### config.mk
export PLATFORM = sky130hd
export DESIGN_NAME = video_header_split_finder_core
export DESIGN_NICKNAME = d
export VERILOG_FILES = /design/src/rtl/vhsf_pkg.sv /design/src/rtl/vhsf_in_stage.sv /design/src/rtl/vhsf_scan.sv /design/src/rtl/vhsf_out_stage.sv /design/src/rtl/video_header_split_finder_core.sv
export VERILOG_INCLUDE_DIRS = /design/src /design/src/rtl
export SDC_FILE = /design/constraint.sdc
export NUM_CORES = 1
export LEC_CHECK = 0
export CORE_MARGIN = 2
export CORE_UTILIZATION = 61
export CTS_BUF_LIST = sky130_fd_sc_hd__clkbuf_2
export DETAILED_ROUTE_END_ITERATION = 8
export DONT_BUFFER_PORTS = 1
export MAX_ROUTING_LAYER = met4
export PLACE_DENSITY = 0.77
export SLEW_MARGIN = 20
export SYNTH_ARGS = -nofsm -noshare
export SYNTH_HDL_FRONTEND = slang
export SYNTH_HIERARCHICAL = 1
export SYNTH_SLANG_ARGS = --single-unit
### constraint.sdc
create_clock -name clk -period 5.85 [get_ports clk]
set_input_delay 0.8775 -clock clk [delete_from_list [all_inputs] [get_ports clk]]
set_output_delay 0.8775 -clock clk [all_outputs]
set_load 0.01 [all_outputs]
### src/rtl/video_header_split_finder_core_assert.svh
// Assertion macros for the header split finder.
// Used by the top level only; bodies are empty when SYNTHESIS is defined.
`ifndef VIDEO_HEADER_SPLIT_FINDER_CORE_ASSERT_SVH
`define VIDEO_HEADER_SPLIT_FINDER_CORE_ASSERT_SVH

`ifndef SYNTHESIS
`define VHSF_ASSERT_SAME(label, clk, rst_n, ante, cons) \
    label: assert property (@(posedge clk) disable iff (!rst_n) (ante) |-> (cons)) \
        else $error("vhsf assertion failed");
`define VHSF_ASSERT_NEXT(label, clk, rst_n, ante, cons) \
    label: assert property (@(posedge clk) disable iff (!rst_n) (ante) |=> (cons)) \
        else $error("vhsf assertion failed");
`else
`define VHSF_ASSERT_SAME(label, clk, rst_n, ante, cons)
`define VHSF_ASSERT_NEXT(label, clk, rst_n, ante, cons)
`endif

`endif

### src/rtl/vhsf_pkg.sv
// Types and constants of the header split finder.
// No dependencies.
package vhsf_pkg;

    localparam logic [1:0] MODE_H264 = 2'd0;
    localparam logic [1:0] MODE_MPEG = 2'd1;

    localparam logic REG_CODEC_MODE = 1'b0;
    localparam logic REG_CHECK_ONLY = 1'b1;

    localparam logic [31:0] NAL_MASK   = 32'hFFFF_FF1F;
    localparam logic [31:0] SC_MASK    = 32'hFFFF_FF00;
    localparam logic [31:0] START_CODE = 32'h0000_0100;
    localparam logic [31:0] NAL_SPS    = 32'h0000_0107;
    localparam logic [31:0] NAL_PPS    = 32'h0000_0108;
    localparam logic [31:0] NAL_SLICE  = 32'h0000_0101;
    localparam logic [31:0] NAL_DPA    = 32'h0000_0102;
    localparam logic [31:0] NAL_IDR    = 32'h0000_0105;
    localparam logic [31:0] SEQ_HDR    = 32'h0000_01B3;
    localparam logic [31:0] EXT_CODE   = 32'h0000_01B5;
    localparam logic [31:0] SC_LIMIT   = 32'h0000_0200;

    typedef struct packed {
        logic [7:0] data_byte;
        logic       last_byte;
    } item_t;

    typedef struct packed {
        logic [15:0] split_offset;
        logic        compatible;
    } result_t;

    typedef struct packed {
        logic decided;
        logic at_start;
    } scan_status_t;

    typedef struct packed {
        logic        sps;
        logic        pps;
        logic        emit;
        logic [15:0] off;
        logic        comp;
    } nal_check_t;

endpackage

### src/rtl/vhsf_in_stage.sv
// Input request register of the header split finder.
// Depends on vhsf_pkg.
module vhsf_in_stage
(
    input  logic            clk,
    input  logic            rst_n,
    input  logic            in_valid,
    output logic            in_stall,
    input  vhsf_pkg::item_t in_item,
    input  logic            advance,
    output logic            held_valid,
    output vhsf_pkg::item_t held_item
);

    logic            valid_reg;
    logic            valid_next;
    vhsf_pkg::item_t item_reg;
    logic            accept;

    assign in_stall   = valid_reg && !advance;
    assign accept     = in_valid && !in_stall;
    assign held_valid = valid_reg;
    assign held_item  = item_reg;

    always_comb
    begin
        valid_next = valid_reg;
        if (accept)
        begin
            valid_next = 1'b1;
        end
        else if (advance)
        begin
            valid_next = 1'b0;
        end
    end

    always_ff @(posedge clk or negedge rst_n)
    begin
        if (!rst_n)
        begin
            valid_reg <= 1'b0;
        end
        else
        begin
            valid_reg <= valid_next;
        end
    end

    always_ff @(posedge clk)
    begin
        if (accept)
        begin
            item_reg <= in_item;
        end
    end

endmodule

### src/rtl/vhsf_scan.sv
// Start code scan state and split decision, one byte per step.
// Depends on vhsf_pkg.
module vhsf_scan
#(
    parameter int MAX_BUFFER_BYTES = 65536
)
(
    input  logic                   clk,
    input  logic                   rst_n,
    input  logic                   step,
    input  vhsf_pkg::item_t        item,
    input  logic [1:0]             codec_mode,
    input  logic                   check_only,
    output logic                   res_valid,
    output vhsf_pkg::result_t      res,
    output vhsf_pkg::scan_status_t status
);

    localparam logic [15:0] POS_LIMIT =
        (MAX_BUFFER_BYTES - 1 > 65535) ? 16'hFFFF : 16'(MAX_BUFFER_BYTES - 1);

    logic [31:0] win_reg;
    logic [31:0] win_next;
    logic [15:0] pos_reg;
    logic [15:0] pos_next;
    logic [15:0] zrun_reg;
    logic [15:0] zrun_next;
    logic        sps_reg;
    logic        sps_next;
    logic        pps_reg;
    logic        pps_next;
    logic        seq_reg;
    logic        seq_next;
    logic        decided_reg;
    logic        decided_next;

    logic [31:0] w_sh;
    logic [15:0] z_sh;
    logic [15:0] p_sh;
    logic        sps1;
    logic        pps1;
    logic        first_one;
    vhsf_pkg::nal_check_t c1;
    vhsf_pkg::nal_check_t c2;
    logic        emit;
    logic [15:0] off;
    logic        comp;

    function automatic vhsf_pkg::nal_check_t h264_check(
        logic [31:0] w, logic [15:0] z, logic [15:0] p,
        logic sps, logic pps, logic chk);
        vhsf_pkg::nal_check_t r;
        logic [31:0] n;
        logic        slice;
        r = '0;
        n = w & vhsf_pkg::NAL_MASK;
        if (n == vhsf_pkg::NAL_SPS)
        begin
            r.sps = 1'b1;
        end
        if (n == vhsf_pkg::NAL_PPS)
        begin
            r.pps = 1'b1;
            if (chk)
            begin
                r.emit = 1'b1;
                r.comp = sps;
            end
        end
        slice = ((w & vhsf_pkg::SC_MASK) == vhsf_pkg::START_CODE) &&
                (n == vhsf_pkg::NAL_SLICE || n == vhsf_pkg::NAL_DPA ||
                 n == vhsf_pkg::NAL_IDR);
        if (slice && pps && !chk)
        begin
            r.emit = 1'b1;
            if (p >= 16'd4 && z <= p - 16'd4)
            begin
                r.off = p - 16'd4 - z;
            end
        end
        return r;
    endfunction

    assign w_sh = {win_reg[23:0], item.data_byte};
    assign z_sh = (win_reg[31:24] != 8'd0) ? 16'd0 :
                  (zrun_reg == 16'hFFFF) ? zrun_reg : zrun_reg + 16'd1;
    assign p_sh = (pos_reg < POS_LIMIT) ? pos_reg + 16'd1 : pos_reg;
    assign first_one = (pos_reg == 16'd0) && (item.data_byte == 8'd1);

    assign c1   = h264_check(win_reg, zrun_reg, pos_reg, sps_reg, pps_reg, check_only);
    assign sps1 = sps_reg | c1.sps;
    assign pps1 = pps_reg | c1.pps;
    assign c2   = h264_check(w_sh, z_sh, p_sh, sps1, pps1, check_only);

    always_comb
    begin
        win_next     = win_reg;
        pos_next     = pos_reg;
        zrun_next    = zrun_reg;
        sps_next     = sps_reg;
        pps_next     = pps_reg;
        seq_next     = seq_reg;
        decided_next = decided_reg;
        emit         = 1'b0;
        off          = 16'd0;
        comp         = 1'b0;

        if (step && !decided_reg)
        begin
            if (codec_mode != vhsf_pkg::MODE_H264 &&
                (check_only || codec_mode != vhsf_pkg::MODE_MPEG))
            begin
                emit = 1'b1;
                comp = check_only;
            end
            else if (codec_mode == vhsf_pkg::MODE_H264)
            begin
                if (check_only && first_one)
                begin
                    emit = 1'b1;
                    comp = 1'b1;
                end
                else
                begin
                    sps_next = sps1;
                    pps_next = pps1;
                    if (c1.emit)
                    begin
                        emit = 1'b1;
                        off  = c1.off;
                        comp = c1.comp;
                    end
                end
                if (!emit)
                begin
                    win_next  = w_sh;
                    zrun_next = z_sh;
                    pos_next  = p_sh;
                    if (item.last_byte)
                    begin
                        sps_next = sps1 | c2.sps;
                        pps_next = pps1 | c2.pps;
                        if (c2.emit)
                        begin
                            emit = 1'b1;
                            off  = c2.off;
                            comp = c2.comp;
                        end
                    end
                end
            end
            else
            begin
                win_next  = w_sh;
                zrun_next = z_sh;
                pos_next  = p_sh;
                if (w_sh == vhsf_pkg::SEQ_HDR)
                begin
                    seq_next = 1'b1;
                end
                else if (seq_reg && w_sh != vhsf_pkg::EXT_CODE &&
                         w_sh >= vhsf_pkg::START_CODE && w_sh < vhsf_pkg::SC_LIMIT)
                begin
                    emit = 1'b1;
                    off  = (pos_reg >= 16'd3) ? pos_reg - 16'd3 : 16'd0;
                end
            end
            if (!emit && item.last_byte)
            begin
                emit = 1'b1;
                off  = 16'd0;
                comp = 1'b0;
            end
            if (emit)
            begin
                decided_next = 1'b1;
            end
        end

        // end of buffer: clear for the next one
        if (step && item.last_byte)
        begin
            win_next     = '1;
            pos_next     = 16'd0;
            zrun_next    = 16'd0;
            sps_next     = 1'b0;
            pps_next     = 1'b0;
            seq_next     = 1'b0;
            decided_next = 1'b0;
        end
    end

    assign res_valid           = emit;
    assign res.split_offset    = off;
    assign res.compatible      = comp;
    assign status.decided      = decided_reg;
    assign status.at_start     = (pos_reg == 16'd0);

    always_ff @(posedge clk or negedge rst_n)
    begin
        if (!rst_n)
        begin
            win_reg     <= '1;
            pos_reg     <= 16'd0;
            zrun_reg    <= 16'd0;
            sps_reg     <= 1'b0;
            pps_reg     <= 1'b0;
            seq_reg     <= 1'b0;
            decided_reg <= 1'b0;
        end
        else
        begin
            win_reg     <= win_next;
            pos_reg     <= pos_next;
            zrun_reg    <= zrun_next;
            sps_reg     <= sps_next;
            pps_reg     <= pps_next;
            seq_reg     <= seq_next;
            decided_reg <= decided_next;
        end
    end

endmodule

### src/rtl/vhsf_out_stage.sv
// Result register of the header split finder.
// Depends on vhsf_pkg.
module vhsf_out_stage
(
    input  logic              clk,
    input  logic              rst_n,
    input  logic              load,
    input  vhsf_pkg::result_t res,
    output logic              out_valid,
    input  logic              out_stall,
    output vhsf_pkg::result_t out_res
);

    logic              valid_reg;
    logic              valid_next;
    vhsf_pkg::result_t res_reg;

    assign out_valid = valid_reg;
    assign out_res   = res_reg;

    always_comb
    begin
        valid_next = valid_reg && out_stall;
        if (load)
        begin
            valid_next = 1'b1;
        end
    end

    always_ff @(posedge clk or negedge rst_n)
    begin
        if (!rst_n)
        begin
            valid_reg <= 1'b0;
        end
        else
        begin
            valid_reg <= valid_next;
        end
    end

    always_ff @(posedge clk)
    begin
        if (load)
        begin
            res_reg <= res;
        end
    end

endmodule

### src/rtl/video_header_split_finder_core.sv
// Top level of the header split finder: input register, scan, result register.
// Depends on vhsf_pkg, vhsf_in_stage, vhsf_scan, vhsf_out_stage and the assert header.
//
// Takes one byte per cycle, sustained, and gives one result per buffer. A byte is
// held in the input register, then the scan state (32-bit window, position, zero run,
// unit flags) is updated and any result goes to the result register, so a result
// passes the input register and then the result register before it is on the outputs.
// The scan state update loop sets the rate; the input stalls only while a result
// waits in the result register under out_stall. Bytes after the decision are absorbed
// until last_byte, which clears the scan state for the next buffer. Configuration may
// be written only while no buffer is in progress.
`include "video_header_split_finder_core_assert.svh"

module video_header_split_finder_core
#(
    parameter int MAX_BUFFER_BYTES = 65536
)
(
    input  logic        clk,
    input  logic        rst_n,
    input  logic        cfg_we,
    input  logic        cfg_index,
    input  logic [1:0]  cfg_data,
    input  logic        in_valid,
    output logic        in_stall,
    input  logic [7:0]  data_byte,
    input  logic        last_byte,
    output logic        out_valid,
    input  logic        out_stall,
    output logic [15:0] split_offset,
    output logic        compatible
);

    logic [1:0]             codec_mode_reg;
    logic                   check_only_reg;
    vhsf_pkg::item_t        in_item;
    vhsf_pkg::item_t        held_item;
    logic                   held_valid;
    logic                   advance;
    logic                   res_valid;
    vhsf_pkg::result_t      res;
    vhsf_pkg::result_t      out_res;
    vhsf_pkg::scan_status_t status;

    always_ff @(posedge clk or negedge rst_n)
    begin
        if (!rst_n)
        begin
            codec_mode_reg <= vhsf_pkg::MODE_H264;
            check_only_reg <= 1'b0;
        end
        else if (cfg_we)
        begin
            case (cfg_index)
                vhsf_pkg::REG_CODEC_MODE: codec_mode_reg <= cfg_data;
                vhsf_pkg::REG_CHECK_ONLY: check_only_reg <= cfg_data[0];
                default: ;
            endcase
        end
    end

    assign in_item.data_byte = data_byte;
    assign in_item.last_byte = last_byte;
    assign advance = held_valid && (!out_valid || !out_stall);

    vhsf_in_stage u_in
    (
        .clk        (clk),
        .rst_n      (rst_n),
        .in_valid   (in_valid),
        .in_stall   (in_stall),
        .in_item    (in_item),
        .advance    (advance),
        .held_valid (held_valid),
        .held_item  (held_item)
    );

    vhsf_scan #(.MAX_BUFFER_BYTES(MAX_BUFFER_BYTES)) u_scan
    (
        .clk        (clk),
        .rst_n      (rst_n),
        .step       (advance),
        .item       (held_item),
        .codec_mode (codec_mode_reg),
        .check_only (check_only_reg),
        .res_valid  (res_valid),
        .res        (res),
        .status     (status)
    );

    vhsf_out_stage u_out
    (
        .clk       (clk),
        .rst_n     (rst_n),
        .load      (res_valid),
        .res       (res),
        .out_valid (out_valid),
        .out_stall (out_stall),
        .out_res   (out_res)
    );

    assign split_offset = out_res.split_offset;
    assign compatible   = out_res.compatible;

    `VHSF_ASSERT_SAME(a_res_on_step, clk, rst_n, res_valid, advance)
    `VHSF_ASSERT_SAME(a_one_per_buffer, clk, rst_n, status.decided, !res_valid)
    `VHSF_ASSERT_NEXT(a_clear_on_last, clk, rst_n, advance && held_item.last_byte,
        status.at_start && !status.decided)
    `VHSF_ASSERT_SAME(a_stall_only_held, clk, rst_n, in_stall, held_valid)

endmodule

# After elaboration in Yosys (flattened, before gate mapping)

Cells that the tools add are included.

Divide/modulo/power cells: 0
Equality and inequality tests: 20
Bitwise operators: 6
Magnitude comparators: 8
Mux-type cells: 88
Add/sub/neg operators: 7
Shift operators: 0
Reduce and logical (&&, ||, !) cells: 51
Multipliers: 0

Operators with widths:

| kind                  | count |
|---|---|
| $mux 16               | 24 |
| $eq 29x6->1 const B   | 10 |
| $mux 32               | 5 |
| $mux 1                | 55 |
| $eq 24x1->1 const B   | 2 |
| $mux 17               | 2 |
| $add 16x1->16 const B | 2 |
| $eq 32x9->1 const B   | 1 |
| $ge 16x3->1 const B   | 2 |
| $ge 32x9->1 const B   | 1 |
| $le 16x16->1          | 2 |
| $lt 32x10->1 const B  | 1 |
| $ne 32x9->1 const B   | 1 |
| $sub 16x16->16        | 2 |
| $sub 16x3->16 const B | 2 |
| $logic_and 1x1->1     | 21 |
| $eq 16x16->1 const B  | 1 |
| $ge 16x2->1 const B   | 1 |
| $logic_not 16->1      | 1 |
| $lt 16x16->1 const B  | 1 |
| $sub 16x2->16 const B | 1 |
| $reduce_bool 2->1     | 6 |
| $eq 8x1->1 const B    | 1 |
| $reduce_bool 8->1     | 1 |
| other kinds (14)      | 34 |

Input port bits: 17
Memories kept: 0
Latch bits: 0
RAM bits: 0
Logic and storage cells: 195
Output and inout port bits: 19
Register bits after elaboration: 99
Bits in read-only memories: 0

# Longest topological paths before layout

Word-level depth: 23
Depth in mapped cells: 21
Depth with buffers taken out: 20

# By module

The synthesis kept the hierarchy.

Modules (own cells, without submodules):

| module                         | area each (um^2) | cells an instance | sequential area each (um^2) | times used |
|---|---|---|---|---|
| vhsf_scan                      | 6,944.2          | 912               | 1,741.7                     | 1 |
| vhsf_out_stage                 | 543.0            | 19                | 535.5                       | 1 |
| vhsf_in_stage                  | 327.8            | 14                | 295.3                       | 1 |
| video_header_split_finder_core | 137.6            | 9                 | 75.1                        | 1 |

# Worst setup path after synthesis

Ideal clock, no wire load.

Path kind: register -> register
Start: reg u_scan.pos_reg[2]
End: reg u_out.res_reg, in the netlist u_out/out_res[16], data pin
Cell stages (with the launch flop): 22
Arrival time: 4,351 ps
Path buffers: 1
Slack: 1,238 ps
Path through: dfrtp_1 -> ha_1 -> nand4_1 -> or4_1 -> nand2_1 -> xnor2_1 -> ha_1 -> and3_1 -> and2_1 -> nand2_1 -> nor2_1 -> xor2_1 -> ha_1 -> clkbuf_1 -> a21oi_1 -> o21bai_1 -> a21oi_1 -> nand2b_1 -> o22ai_1 -> a2111oi_2 -> and2_0 -> a221o_1

Word-level cells in the longest chain between the ends: 14

Ends and longest elaborated chain:

| what                                                                   | line                 | text |
|---|---|---|
| from (decl)                                                            | vhsf_scan.sv:24      | `logic [15:0] pos_reg;` |
| from (signal assigned)                                                 | vhsf_scan.sv:214     | `pos_reg <= pos_next;` |
| parallel branches: the longest is 14 deep, another holds $add 16x1->16 | --                   |  |
| to (signal assigned)                                                   | vhsf_out_stage.sv:46 | `res_reg <= res;` |
| to (decl)                                                              | vhsf_out_stage.sv:16 | `vhsf_pkg::result_t res_reg;` |

Several ways; the timed one is not identified. The select of a mux whose other input is x is not followed.
A chain may end at the register's enable or synchronous reset.

# Worst setup path in the final report

Start: reg u_scan.pos_reg[2]
End: reg u_out.res_reg, in the netlist u_out/out_res[13], data pin

The elaborated chain is that of the path after synthesis.

==> flow_summary.toml <==
[placement]
post-place-ws_ns = 0.444
place.gp.congestion = 1.06
numPortBuffers = 0
hpwlAfterDp_mm = 16.2

[route]
antenna_left = 0
drc = 0
wl_met3_mm = 1.88
post_drt_wl_per_cell_um = 19.3
first_pass_iters = 5
wl_met1_mm = 9.91
routed_wl_mm = 21.3
wl_met2_mm = 8.99
topRoutingLayerUsed = "met4"
vias = 7018
dr.first_iter.drc_count = 948
avgViaCountPerCell = 6.35

[hold_path]
hold_path.class = "in -> async"

[cts]
cts_root_buffer = "clkbuf_2"
cts_made_buffers = 9
clock_latency_ns = 0.64
cts_tree = "built"
numClockSinks = 99
cts_setup_buffers = 0
cts.clk_slew.worst_paths_ns = 0.29
cts.htree.levels = 3
cts.path.max_buffers = 2

[sta]
fin_ws_ns = 0.311
hold_viol = 0
rsz0062_at_grt = "false"
slew_headroom_pct = 29.6
tns_ns = 0
final.setup_skew_ns = 0.0493
finalCritPeriodShare_pct = 94.7
worst_slew_pin_slew_ns = 1.05
fmax_mhz = 181
final-max-slew-violation-count = 0
setup_violations = 0
fin_crit_ns = 5.54

[global_route]
grt-ovfl-total = 0
grt_pass1_wl_mm = 34.1
antenna_found_initial = 2
grt_max_degree = 71
grt_pass1_vias = 6419
track_usage_pct = 31.8

[setup_path]
startpoint_type = "flop"
r2r_cells = 20
required_ns = 6.31
r2r_start = "u_scan/pos_reg[2]"
crit_chain = "ha_1 > nand4_1 > or4_1 > nand2_1 > xnor2_1 > ha_1 > and3_1 > and2_1 > nand2_1 > mux2i_1 > xor2_1 > ha_1 > inv_1 > nor2_1 > nor2_1 > a221oi_1 > o22ai_1 > a2111oi_2 > a32oi_1 > o22ai_1"
cp_max_fo = 9
cp_slowest_stage_delay_ns = 0.68
arrival_ns = 5.99
end_kind = "flop"
critical_path_buf_inv_count = 1
critPathKind = "reg -> reg"
worst-path-stages = 20
path_common_cell = "ha_1"
cp-startpoint = "u_scan/pos_reg[2]"
crit_family = "simple AND/OR/NAND/NOR gates"
slowest_stage = "or4_1"

[synthesis]
avgSynthCellArea_um2 = 8.34
syn_inst = 952
syn_area_um2 = 7940
syn_nets = 1011
yosys_warnings = 6

[die]
initial_utilization_pct = 62.7
die_h_um = 118
pin_count = 36
fp.dieW_um = 118
core-area_um2 = 12700
die_area_um2 = 13900
num_rows = 41

[power]
power_leakage_nw = 3.06
powerDensity_nw_per_um2 = 293
ir_drop_uv = 222
finalPower_mw = 2.39

[outcome]
run_status = "finished, final reports clean"

[layout]
syn2layout_area_growth_pct = 2.74
largest_register_ffs = 32
layout_commonest_cell = "nand2_1"
final_nets = 985
layout-drive-gt1-share_pct = 11.7
layout_common_cells = "nand2_1 (126), nor2_1 (88), nand3_1 (66), a21oi_1 (66), xnor2_1 (50)"

[run]
maxCapViolCount = 0
## metal layers
metal,track usage [%],vias to the layer above
met1,47.1,3301
met4,9.41,0
li1,-,3349
met2,43.7,329
met5,-,-
met3,6.44,39
## power breakdown
part           total [mW]  internal (mW)  switching [mW]
Sequential           1.12          0.943           0.173
Combinational       0.967          0.363           0.604
Clock               0.306         0.0646           0.242
Total                2.39           1.37            1.02
## worst reg2reg max path: cells and delay by family, from the launching register on
| kind | cells | cell delay [ns] |
|---|---|---|
| flip-flops | 1 | 0.54 |
| buffers and inverters | 1 | 0.08 |
| AO/OA/AOI/OAI | 5 | 1.45 |
| adder cells (fa/ha/maj) | 3 | 0.96 |
| AND/OR/NAND/NOR | 8 | 1.75 |
| multiplexers | 1 | 0.16 |
| XOR/XNOR | 2 | 0.45 |
## area by class of cell
class | count | area (um2)
Multi-Input combinational cell | 770 | 4960
Fill cell | 1102 | 4510
Sequential cell | 99 | 2650
Tap cell | 172 | 215
Inverter | 37 | 139
Timing Repair Buffer | 9 | 90.1
Clock buffer | 10 | 50.0
Clock inverter | 6 | 46.3
Antenna cell | 2 | 5.00
## metrics by stage
stage | instance area, um2 | hold WS (ns) | instances | utilization, %
6_report | 8160 | 0.0797 | 1105 | 64.4
5_1_grt | 8160 | 0.0142 | 1105 | 64.4
4_1_cts | 8150 | 0.0473 | 1103 | 64.3
3_5_place_dp | 8010 | 0.484 | 1085 | 63.2
3_3_place_gp | 8010 | 0.470 | 1085 | 63.2
2_1_floorplan | 7940 | 0.454 | 952 | -
## final timing paths
path                                      end  slack [ns]
setup / recovery            u_out/out_res[13]        0.31
hold / removal             u_scan/zrun_reg[3]        0.08
setup reg to reg            u_out/out_res[13]        0.31
hold reg to reg            u_scan/win_reg[27]        0.51
max in group asynchronous   u_scan/win_reg[0]        5.04
min in group clk            u_in/held_item[8]        0.31
## what timing repair did
item | CTS | global route
resized for setup | 0 | 5
setup endpoints to repair | 0 | 12
hold endpoints to repair | 69 | 0
hold buffers | 2 | 0
Power figures use the tool's default switching activity.
